<file path="src/sv/stq_pkg.sv">
`timescale 1ns / 1ps
package stq_pkg;

  localparam int DEPTH    = 16;
  localparam int MAX_FIRE = 16;
  localparam int IDX_W    = $clog2(DEPTH);
  localparam int SUM_W    = IDX_W + 1;
  localparam int CNT_W    = $clog2(DEPTH + 1);
  localparam int FIRE_W   = $clog2(MAX_FIRE + 1);

  localparam logic       ACT_ADD    = 1'b0;
  localparam logic       ACT_TICK   = 1'b1;
  localparam logic [1:0] KIND_FIRED = 2'd0;
  localparam logic [1:0] KIND_ADDED = 2'd1;
  localparam logic [1:0] KIND_FULL  = 2'd2;

  typedef struct packed {
    logic        action;
    logic [3:0]  task_id;
    logic        periodic;
    logic [15:0] interval;
  } cmd_t;

  typedef struct packed {
    logic [1:0] kind;
    logic [3:0] fired_id;
    logic       last;
  } res_t;

  typedef struct packed {
    logic [31:0] expiry;
    logic [15:0] period;
    logic [3:0]  ident;
    logic        rearm;
  } entry_t;

  localparam int ENTRY_W = $bits(entry_t);

  typedef enum logic [3:0] {
    S_IDLE,
    S_INS_START,
    S_INS_RD,
    S_INS_CHK,
    S_INS_PUT,
    S_ADD_RESP,
    S_HEAD_RD,
    S_HEAD_CHK,
    S_FIRE,
    S_DONE
  } state_t;

  // a strictly later than b, by wrapped signed difference
  function automatic logic later_than(input logic [31:0] a, input logic [31:0] b);
    logic [31:0] d;
    d = a - b;
    return (d != 32'd0) && !d[31];
  endfunction

  // ring position of logical slot off, counted from base
  function automatic logic [IDX_W-1:0] ring_addr(input logic [IDX_W-1:0] base,
                                                 input logic [IDX_W-1:0] off);
    logic [SUM_W-1:0] s;
    s = {1'b0, base} + {1'b0, off};
    if (s >= SUM_W'(DEPTH)) begin
      s = s - SUM_W'(DEPTH);
    end
    return s[IDX_W-1:0];
  endfunction

endpackage

</file>
<file path="src/sv/stq_ram.sv">
`timescale 1ns / 1ps
module stq_ram #(
  parameter int WIDTH = 8,
  parameter int DEPTH = 16
) (
  input  logic                     clk,
  input  logic                     we,
  input  logic [$clog2(DEPTH)-1:0] waddr,
  input  logic [WIDTH-1:0]         wdata,
  input  logic [$clog2(DEPTH)-1:0] raddr,
  output logic [WIDTH-1:0]         rdata
);

  logic [WIDTH-1:0] mem [DEPTH];

  always_ff @(posedge clk) begin
    if (we) begin
      mem[waddr] <= wdata;
    end
    rdata <= mem[raddr];
  end

endmodule

</file>
<file path="src/sv/sorted_timer_queue.sv">
`timescale 1ns / 1ps
// add word: the new entry lands at the tail, after each later entry has moved one slot back
//   (a full table gets a full result and no insert; the insert walks back from the tail through one ram port)
// tick word: time advances, then due tasks fire from the head, plus the insert walk of each periodic re-arm
// one word in flight; cmd_ready is high only while idle, results wait in a one-word output register
// reset clears the time counter, the ring head and the entry count; entry memory is not cleared
module sorted_timer_queue
  import stq_pkg::*;
(
  input  logic clk,
  input  logic rst,
  input  logic cmd_valid,
  output logic cmd_ready,
  input  cmd_t cmd,
  output logic res_valid,
  input  logic res_ready,
  output res_t res
);

  // control state
  state_t            state, state_next;
  logic [31:0]       now_ticks, now_ticks_next;
  logic [IDX_W-1:0]  head, head_next;
  logic [CNT_W-1:0]  count, count_next;
  logic [IDX_W-1:0]  idx, idx_next;          // logical slot under test during insert
  logic [FIRE_W-1:0] fire_n, fire_n_next;    // tasks fired by this tick
  logic              tick_mode, tick_mode_next;
  logic              pend_valid, pend_valid_next;
  logic              out_valid, out_valid_next;

  // payload
  logic [3:0]        pend_id, pend_id_next;  // fired task held until its last flag is known
  entry_t            cur, cur_next;          // head entry being fired
  entry_t            new_e, new_e_next;      // entry being inserted
  logic [1:0]        add_kind, add_kind_next;
  res_t              out_word, out_word_next;

  // entry memory ports
  logic              mem_we;
  logic [IDX_W-1:0]  mem_waddr;
  entry_t            mem_wdata;
  logic [IDX_W-1:0]  mem_raddr;
  logic [ENTRY_W-1:0] mem_rdata;
  entry_t            rd_e;

  logic              out_free;
  logic [15:0]       ivl;

  assign rd_e      = entry_t'(mem_rdata);
  assign out_free  = !out_valid || res_ready;
  assign cmd_ready = (state == S_IDLE);
  assign res_valid = out_valid;
  assign res       = out_word;
  // a zero interval counts as one tick
  assign ivl       = (cmd.interval == 16'd0) ? 16'd1 : cmd.interval;

  stq_ram #(
    .WIDTH (ENTRY_W),
    .DEPTH (DEPTH)
  ) u_entries (
    .clk   (clk),
    .we    (mem_we),
    .waddr (mem_waddr),
    .wdata (mem_wdata),
    .raddr (mem_raddr),
    .rdata (mem_rdata)
  );

  always_comb begin
    state_next      = state;
    now_ticks_next  = now_ticks;
    head_next       = head;
    count_next      = count;
    idx_next        = idx;
    fire_n_next     = fire_n;
    tick_mode_next  = tick_mode;
    pend_valid_next = pend_valid;
    pend_id_next    = pend_id;
    cur_next        = cur;
    new_e_next      = new_e;
    add_kind_next   = add_kind;
    out_valid_next  = out_valid && !res_ready;
    out_word_next   = out_word;
    mem_we          = 1'b0;
    mem_waddr       = ring_addr(head, idx + 1'b1);
    mem_wdata       = new_e;
    mem_raddr       = ring_addr(head, idx);

    case (state)
      S_IDLE: begin
        if (cmd_valid) begin
          if (cmd.action == ACT_ADD) begin
            tick_mode_next = 1'b0;
            new_e_next     = '{expiry: now_ticks + {16'd0, ivl}, period: ivl,
                               ident: cmd.task_id, rearm: cmd.periodic};
            if (count == CNT_W'(DEPTH)) begin
              add_kind_next = KIND_FULL;
              state_next    = S_ADD_RESP;
            end else begin
              add_kind_next = KIND_ADDED;
              state_next    = S_INS_START;
            end
          end else begin
            // time advances first, then the head is checked
            tick_mode_next  = 1'b1;
            now_ticks_next  = now_ticks + 32'd1;
            fire_n_next     = '0;
            pend_valid_next = 1'b0;
            state_next      = S_HEAD_RD;
          end
        end
      end

      S_INS_START: begin
        if (count == '0) begin
          idx_next   = '0;
          state_next = S_INS_PUT;
        end else begin
          idx_next   = IDX_W'(count - 1'b1);
          state_next = S_INS_RD;
        end
      end

      S_INS_RD: begin
        // read address is the slot under test
        state_next = S_INS_CHK;
      end

      S_INS_CHK: begin
        if (later_than(rd_e.expiry, new_e.expiry)) begin
          // move this entry one slot back
          mem_we    = 1'b1;
          mem_wdata = rd_e;
          if (idx == '0) begin
            state_next = S_INS_PUT;
          end else begin
            idx_next   = idx - 1'b1;
            state_next = S_INS_RD;
          end
        end else begin
          // ties and earlier entries stay ahead
          idx_next   = idx + 1'b1;
          state_next = S_INS_PUT;
        end
      end

      S_INS_PUT: begin
        // at the front when the walk ran out, idx is zero and address is head
        mem_we     = 1'b1;
        mem_waddr  = ring_addr(head, (state == S_INS_PUT && idx == '0) ? '0 : idx);
        mem_wdata  = new_e;
        count_next = count + 1'b1;
        state_next = tick_mode ? S_HEAD_RD : S_ADD_RESP;
      end

      S_ADD_RESP: begin
        if (out_free) begin
          out_valid_next = 1'b1;
          out_word_next  = '{kind: add_kind, fired_id: new_e.ident, last: 1'b1};
          state_next     = S_IDLE;
        end
      end

      S_HEAD_RD: begin
        mem_raddr = head;
        if (count == '0 || fire_n == FIRE_W'(MAX_FIRE)) begin
          state_next = S_DONE;
        end else begin
          state_next = S_HEAD_CHK;
        end
      end

      S_HEAD_CHK: begin
        cur_next = rd_e;
        if (later_than(rd_e.expiry, now_ticks)) begin
          state_next = S_DONE;
        end else begin
          state_next = S_FIRE;
        end
      end

      S_FIRE: begin
        // a previous fire goes out now that another one follows it
        if (!pend_valid || out_free) begin
          if (pend_valid) begin
            out_valid_next = 1'b1;
            out_word_next  = '{kind: KIND_FIRED, fired_id: pend_id, last: 1'b0};
          end
          pend_valid_next = 1'b1;
          pend_id_next    = cur.ident;
          fire_n_next     = fire_n + 1'b1;
          head_next       = ring_addr(head, IDX_W'(1));
          count_next      = count - 1'b1;
          if (cur.rearm) begin
            new_e_next = '{expiry: now_ticks + {16'd0, cur.period}, period: cur.period,
                           ident: cur.ident, rearm: 1'b1};
            state_next = S_INS_START;
          end else begin
            state_next = S_HEAD_RD;
          end
        end
      end

      S_DONE: begin
        if (!pend_valid) begin
          state_next = S_IDLE;
        end else if (out_free) begin
          out_valid_next  = 1'b1;
          out_word_next   = '{kind: KIND_FIRED, fired_id: pend_id, last: 1'b1};
          pend_valid_next = 1'b0;
          state_next      = S_IDLE;
        end
      end

      default: begin
        state_next = S_IDLE;
      end
    endcase
  end

  always_ff @(posedge clk) begin
    if (rst) begin
      state      <= S_IDLE;
      now_ticks  <= '0;
      head       <= '0;
      count      <= '0;
      idx        <= '0;
      fire_n     <= '0;
      tick_mode  <= 1'b0;
      pend_valid <= 1'b0;
      out_valid  <= 1'b0;
    end else begin
      state      <= state_next;
      now_ticks  <= now_ticks_next;
      head       <= head_next;
      count      <= count_next;
      idx        <= idx_next;
      fire_n     <= fire_n_next;
      tick_mode  <= tick_mode_next;
      pend_valid <= pend_valid_next;
      out_valid  <= out_valid_next;
    end
  end

  always_ff @(posedge clk) begin
    pend_id  <= pend_id_next;
    cur      <= cur_next;
    new_e    <= new_e_next;
    add_kind <= add_kind_next;
    out_word <= out_word_next;
  end

endmodule
</file>
<file path="config.mk">
export PLATFORM = sky130hd
export DESIGN_NAME = sorted_timer_queue
export DESIGN_NICKNAME = d
export VERILOG_FILES = /design/src/sv/stq_pkg.sv /design/src/sv/stq_ram.sv /design/src/sv/sorted_timer_queue.sv
export SDC_FILE = /design/constraint.sdc
export NUM_CORES = 1
export LEC_CHECK = 0
export ABC_CLOCK_PERIOD_IN_PS = 11600
export BUFFER_PORTS_ARGS = -buffer_cell sky130_fd_sc_hd__buf_2
export CORE_MARGIN = 2
export CORE_UTILIZATION = 55
export CTS_BUF_LIST = sky130_fd_sc_hd__clkbuf_4 sky130_fd_sc_hd__clkbuf_8 sky130_fd_sc_hd__clkbuf_16
export DETAILED_ROUTE_END_ITERATION = 7
export PLACE_DENSITY = 0.82
export SETUP_SLACK_MARGIN = 0.02
export SLEW_MARGIN = 30
export SYNTH_ARGS = -nofsm -noshare
export SYNTH_HDL_FRONTEND = slang
export SYNTH_SLANG_ARGS = --single-unit
</file>
<file path="constraint.sdc">
create_clock -name clk -period 11.6 [get_ports clk]
set_input_delay 2.32 -clock clk [delete_from_list [all_inputs] [get_ports clk]]
set_output_delay 2.32 -clock clk [all_outputs]
set_load 0.005 [all_outputs]
</file>
==> flow_metrics.env, run 1 <==
export IMPL_clk_latency_ps=700
export IMPL_crit_type="in2reg"
export IMPL_worstPathRequired_ps=12030
export IMPL_crit_fanout=5
export IMPL_routed_wl_mm=112.8
export IMPL_drt_antenna_violating_nets=0
export IMPL_ys_warn_count=0
export IMPL_cp_start_kind="primary input"
export IMPL_drive_gt1_frac=0.1246
export IMPL_avgSynthCellArea_um2=13.76
export IMPL_wire_per_inst_um=24.39
export IMPL_synth_cells=3383
export IMPL_grt_pass1_vias=28032
export IMPL_status="completed"
export IMPL_synth_common_cells="935 x edfxtp_1, 360 x nand2_1, 228 x mux2i_1"
export IMPL_drt_initial_drc_count=3267
export IMPL_endpoint_kind="flop"
export IMPL_grt_overflow=0
export IMPL_regToRegEndpoint="new_e[47]"
export IMPL_finalSetupViolations=0
export IMPL_cts_root_buf="clkbuf_16"
export IMPL_via_count=29257
export IMPL_hold_buffers=0
export IMPL_die_width_um=294.9
export IMPL_reg2reg_depth=20
export IMPL_port_buffers=34
export IMPL_synth_edf_count=935
export IMPL_worstHoldPathType="reg2reg"
export IMPL_cts_tree="built"
export IMPL_synth_top_cell_area_share=0.6032
export IMPL_cts_resized=0
export IMPL_min_period_ps=5949
export IMPL_async_flop_share=0
export IMPL_numCtsBuffers=100
export IMPL_worst_hold_slack_ps=430.7
export IMPL_nets=3525
export IMPL_final_setup_skew_ps=58.70
export IMPL_worstHoldStart="u_entries.rdata[11]"
export IMPL_core_area_um2=83690
export IMPL_crit_arrival_ps=6370
export IMPL_syn2layout_area_growth_pct=10.47
export IMPL_slowest_delay_ps=400
export IMPL_path_cells="buf_2 -> nor3_1 -> a41oi_1 -> a21oi_1 -> ha_1 -> inv_1 -> fa_1 -> nor2b_1 -> o21ai_0 -> a21boi_0 -> o21ai_0 -> a21boi_0 -> o21ai_0 -> a21oi_1 -> o211a_1 -> o311ai_0 -> a21oi_1 -> xnor2_1"
export IMPL_synth_fp_nets=3506
export IMPL_leakagePower_nw=18.73
export IMPL_final_setup_worst_slack_ps=5651
export IMPL_synthDistinctLibCells=97
export IMPL_syn_area_um2=46550
export IMPL_clock_sinks=1045
export IMPL_synthMostInstantiatedCell="edfxtp_1"
export IMPL_grt_pass1_wl_mm=169.1
export IMPL_dp_hpwl_mm=64.47
export IMPL_drtPass1Iterations=6
export IMPL_hold_violations=0
export IMPL_synth_flop_cell="edfxtp_1"
export IMPL_final_max_slew_viol_count=0
export IMPL_netlist_top_cell_by_area="edfxtp_1"
export IMPL_yosys_register_bits=1045
export IMPL_rsz0062_at_grt="no"
export IMPL_min_path_cells=0
export IMPL_ir_worst_vdd_v=0.0001378
export IMPL_grt_use_total=0.2585
export IMPL_num_rows=106
export IMPL_finalSetupTns_ps=0
export IMPL_fill_cells=5995
export IMPL_start_util=0.5562
export IMPL_rrSetupSlack_ps=5880
export IMPL_slew_headroom=0.2118
export IMPL_power_density_nw_per_um2=221.1
export IMPL_htreeDepth=3
export IMPL_fmax_mhz=168.1
export IMPL_final_period_utilization=0.5128
export IMPL_postCtsSetupBuffers=0
export IMPL_synth_area_leaders="edfxtp_1 60%, mux2i_1 4.9%, dfxtp_1 4.7%, nand2_1 2.9%, a211oi_1 2.8%"
export IMPL_yosysSeqAreaShare=0.6505
export IMPL_die_h_um=294.9
export IMPL_routabilityCongestion=0.9601
export IMPL_dp_slack_ps=5036
export IMPL_clk_pin_slew_worst_paths_ps=70
export IMPL_num_antenna_cells=0
export IMPL_dieArea_um2=86970
export IMPL_clockBufferDepth=3
export IMPL_antenna_found_initial=3
export IMPL_cpMaxStageDelayCell="fa_1"
export IMPL_ios=35
export IMPL_worstMarginPinSlew_ps=1182
export IMPL_whs_endpoint="cur[11]"
export IMPL_drt_vias_per_instance=6.327
export IMPL_remaining_drc_errors=0
export IMPL_grt_max_degree=157
export IMPL_max_cap_violations=0
export IMPL_reg2reg_from="state[1]"
export IMPL_fin_util=0.6144
==> state kept, by name, indices dropped and copies added (netlist names) <==
signal,cells
res,7
pend_valid,1
state,4
count,5
now_ticks,32
fire_n,5
tick_mode,1
cur,21
add_kind,2
pend_id,4
res_valid,1
u_entries.rdata,53
new_e,53
u_entries.mem,848
head,4
idx,4
==> cells by family (layout without fill, tap and decap cells) <==
| kind of cell | Yosys count | count (layout) | share of synthesized area |
|---|---|---|---|
| AOI/OAI and AO/OA | 651 | 651 | 0.09666 |
| adders and majority gates | 97 | 97 | 0.02688 |
| DFF | 1045 | 1045 | 0.6505 |
| buffers and inverters | 279 | 386 | 0.02529 |
| xor gates and xnor gates | 100 | 100 | 0.01882 |
| and+or+nand+nor | 872 | 872 | 0.09072 |
| muxes | 339 | 339 | 0.09112 |
==> per-layer routing <==
metal / global-route usage / part of all wire / vias to the layer above
met4: 0.09022 / 0.032 / 6
met1: 0.3674 / 0.40 / 14562
met3: 0.04336 / 0.099 / 253
met2: 0.4063 / 0.47 / 1463
li1: - / - / 12973
met5: 0 / 0.00035 / -
==> placed cells by master (no fill, tap or decap), drive strengths merged, types with 44 or more instances in the layout <==
cell    count
nor2      125
mux4       53
o21ai      60
a21oi     155
and2      115
dfxtp     110
a211oi    174
clkbuf    132
ha         92
mux2i     228
a31oi      65
mux2       58
inv       106
nand3      44
nand2     362
edfxtp    935
buf        96
xnor2      77
a311oi     53
==> stage by stage <==
| stage | power [W] | cell area (µm²) | std cells |
|---|---|---|---|
| after CTS | 0.01133 | 51380 | 4623 |
| after floorplan | 0.007161 | 46550 | 3383 |
| after detailed placement | 0.008055 | 48010 | 4433 |
| final | 0.01137 | 51420 | 4624 |
| after global routing | 0.01184 | 51420 | 4624 |
| after global placement | 0.007983 | 47980 | 4432 |
==> where the power goes <==
group / internal, W / total (W) / switching, W
sequential: 0.00458 / 0.00481 / 0.000237
combinational: 0.00118 / 0.00327 / 0.00208
clock: 0.00187 / 0.00329 / 0.00142
total: 0.00763 / 0.0114 / 0.00374
==> how the worst max path moves through the flow <==
stage | startpoint | end | slack (ps) | cells after the start
global placement | cmd[12] | new_e[51] | 5170 | 18
finish | cmd[12] | new_e[47] | 5650 | 18
floorplan | new_e[22] | u_entries.mem[15][0] | 3150 | 14
CTS | cmd[12] | new_e[47] | 5750 | 18
detailed placement | cmd[12] | new_e[47] | 5040 | 18
global route | cmd[12] | new_e[47] | 5350 | 18
==> critical path: cells and delay by family <==
family          cells  cell delay (ps)
simple gates        2              490
buf+inv             2              160
fa+ha+maj           2              630
compound gates     11             2680
xor+xnor            1              100
==> layout make-up <==
type	count	area [µm²]	area share
tap	1134	1419	0.02759
multi-input combinational	2059	15280	0.2972
inverter	100	375.4	0.007300
clock inverter	58	584.3	0.01136
timing repair buffer	96	695.7	0.01353
sequential	1045	30280	0.5888
clock buffer	132	2786	0.05419
No activity file was read; power rests on OpenSTA's default activity.
==> run 2: changes to the inputs <==
--- a/config.mk
+++ b/config.mk
@@ -5,13 +5,13 @@
 export SDC_FILE = /design/constraint.sdc
 export NUM_CORES = 1
 export LEC_CHECK = 0
-export ABC_CLOCK_PERIOD_IN_PS = 11600
+export ABC_CLOCK_PERIOD_IN_PS = 4930
 export BUFFER_PORTS_ARGS = -buffer_cell sky130_fd_sc_hd__buf_2
 export CORE_MARGIN = 2
 export CORE_UTILIZATION = 55
 export CTS_BUF_LIST = sky130_fd_sc_hd__clkbuf_4 sky130_fd_sc_hd__clkbuf_8 sky130_fd_sc_hd__clkbuf_16
 export DETAILED_ROUTE_END_ITERATION = 7
-export PLACE_DENSITY = 0.82
+export PLACE_DENSITY = 0.84
 export SETUP_SLACK_MARGIN = 0.02
 export SLEW_MARGIN = 30
 export SYNTH_ARGS = -nofsm -noshare
==> constraint.sdc (replaced) <==
create_clock -name clk -period 4.93 [get_ports clk]
set_input_delay 0.986 -clock clk [delete_from_list [all_inputs] [get_ports clk]]
set_output_delay 0.986 -clock clk [all_outputs]
set_load 0.005 [all_outputs]
==> flow_metrics.env, run 2 (synthesis results as in run 1) <==
export IMPL_wl_met2_mm=54.61
export IMPL_reg2reg_from="new_e[21]"
export IMPL_clock_sinks=1045
export IMPL_wire_per_inst_um=25.29
export IMPL_dp_hpwl_mm=67.77
export IMPL_rsz0062_at_grt="no"
export IMPL_top_register="u_entries.mem"
export IMPL_grt_use_total=0.2711
export IMPL_drtPass1Iterations=6
export IMPL_final_area_um2=52490
export IMPL_cpMaxStageDelayCell="or4_4"
export IMPL_critPathBufInv=1
export IMPL_cp_start_kind="flop"
export IMPL_largestRegisters="u_entries.mem (848), new_e (53), u_entries.rdata (53)"
export IMPL_dieArea_um2=86970
export IMPL_die_width_um=294.9
export IMPL_grt_overflow=0
export IMPL_nets=3581
export IMPL_whs_endpoint="cur[5]"
export IMPL_ios=35
export IMPL_finalSetupViolations=0
export IMPL_met1Wirelength_mm=46.51
export IMPL_antenna_found_initial=2
export IMPL_min_period_ps=4743
export IMPL_crit_fanout=31
export IMPL_final_max_slew_viol_count=0
export IMPL_slew_headroom=0.3307
export IMPL_status="completed"
export IMPL_top_layer="met5"
export IMPL_final_setup_skew_ps=58.80
export IMPL_ir_worst_vdd_v=0.0003606
export IMPL_fmax_mhz=210.8
export IMPL_numCtsBuffers=98
export IMPL_routabilityCongestion=1.035
export IMPL_num_antenna_cells=0
export IMPL_cts_tree="built"
export IMPL_crit_type="reg2reg"
export IMPL_largest_reg_flops=848
export IMPL_rrSetupSlack_ps=190
export IMPL_place_inst=4490
export IMPL_crit_arrival_ps=5150
export IMPL_wl_met3_mm=12.20
export IMPL_hold_violations=0
export IMPL_clockBufferDepth=3
export IMPL_die_h_um=294.9
export IMPL_htreeDepth=3
export IMPL_final_cell_mix="935 x edfxtp_1, 360 x nand2_1, 226 x mux2i_1"
export IMPL_drt_vias_per_instance=6.409
export IMPL_endpoint_kind="flop"
export IMPL_regToRegEndpoint="u_entries.mem[1][8]"
export IMPL_grt_pass1_wl_mm=176.7
export IMPL_via_count=29947
export IMPL_grt_pass1_vias=29505
export IMPL_clk_pin_slew_worst_paths_ps=60
export IMPL_dpl_cell_area_um2=49050
export IMPL_core_area_um2=83690
export IMPL_reg2reg_depth=13
export IMPL_final_period_utilization=0.9621
export IMPL_port_buffers=34
export IMPL_final_common_cell="edfxtp_1"
export IMPL_routed_wl_mm=118.2
export IMPL_worstHoldPathType="reg2reg"
export IMPL_worstHoldStart="u_entries.rdata[5]"
export IMPL_num_rows=106
export IMPL_worst_path_dominant_cell_family="simple AND/OR/NAND/NOR gates"
export IMPL_max_cap_violations=0
export IMPL_hold_buffers=0
export IMPL_start_util=0.5562
export IMPL_layout_cells_non_filler=4673
export IMPL_worstPathRequired_ps=5340
export IMPL_clk_latency_ps=710
export IMPL_power_density_nw_per_um2=520.7
export IMPL_syn2layout_area_growth_pct=12.76
export IMPL_path_cells="ha_1 -> fa_1 -> nor2b_2 -> o31a_2 -> o21ai_2 -> a21oi_4 -> a21oi_2 -> mux2_1 -> or4_1 -> or4_4 -> o211ai_4 -> buf_12 -> mux2_2"
export IMPL_remaining_drc_errors=0
export IMPL_min_path_cells=0
export IMPL_drt_initial_drc_count=3491
export IMPL_slowest_delay_ps=560
export IMPL_cts_root_buf="clkbuf_16"
export IMPL_grt_max_degree=121
export IMPL_drt_antenna_violating_nets=0
export IMPL_worstMarginPinSlew_ps=991.3
export IMPL_leakagePower_nw=19.16
export IMPL_drive_gt1_frac=0.1424
## run 2: changes by cell type in the layout (fill, tap and decap cells not counted), sizes merged
cell	delta
inv	-4
clkinvlp	+3
buf	+58
clkbuf	+5
clkinv	-13
## run 2: worst max-delay path by stage
stage | cells past startpoint | start | slack [ps] | endpoint
floorplan | 12 | state[1] | -1060 | u_entries.mem[14][0]
global placement | 20 | cmd[4] | -160 | new_e[43]
detailed placement | 20 | cmd[4] | -370 | new_e[41]
CTS | 13 | new_e[21] | 120 | u_entries.mem[10][50]
global route | 20 | cmd[1] | 30 | new_e[41]
finish | 13 | new_e[21] | 190 | u_entries.mem[1][8]
## run 2: area by class of cell
cell class | count | area, µm²
timing repair buffer | 154 | 1533
sequential | 1045 | 30280
fill | 5786 | 31200
multi-input combinational | 2059 | 15510
inverter | 100 | 375.4
tap | 1134 | 1419
clock inverter | 44 | 555.5
clock buffer | 137 | 2820
## run 2: power breakdown
| group | switching, W | internal [W] | leakage [nW] | total [W] |
|---|---|---|---|---|
| clock | 0.00335 | 0.00442 | 1.67 | 0.00776 |
| sequential | 0.000429 | 0.0108 | 9.34 | 0.0112 |
| combinational | 0.00532 | 0.00306 | 8.16 | 0.00837 |
## run 2: through the flow
step	total power (W)	hold WS, ps	utilization	TNS (ps)	setup WS (ps)
4_1_cts	0.02718	431.9	0.6265	0	124.2
6_report	0.02733	426.3	0.6272	0	186.7
5_1_grt	0.02842	432.8	0.6272	0	33.41
3_5_place_dp	0.01945	424.4	0.5861	-2332	-370.1
3_3_place_gp	0.01927	408.7	0.5857	-675.0	-156.0
2_1_floorplan	0.01696	404.4	-	-391930	-1058
## run 2: worst register-to-register path: stages (launching register included)
cell and delay, ps:
edfxtp_1 400, ha_1 250, fa_1 430, nor2b_2 230, o31a_2 210, o21ai_2 120, a21oi_4 210, a21oi_2 80
mux2_1 300, or4_1 550, or4_4 560, o211ai_4 260, buf_12 310, mux2_2 560
## run 2: per-layer routing
metal / vias up / GRT usage
met3: 308 / 0.04917
met4: 2 / 0.1170
li1: 13068 / -
met5: - / 0
met2: 1710 / 0.4218
met1: 14859 / 0.3772
## run 2: repair_timing
item,4_1_cts,5_1_grt
endpoints found under the setup margin,0,368
setup buffers,0,2
gates resized for setup,0,11
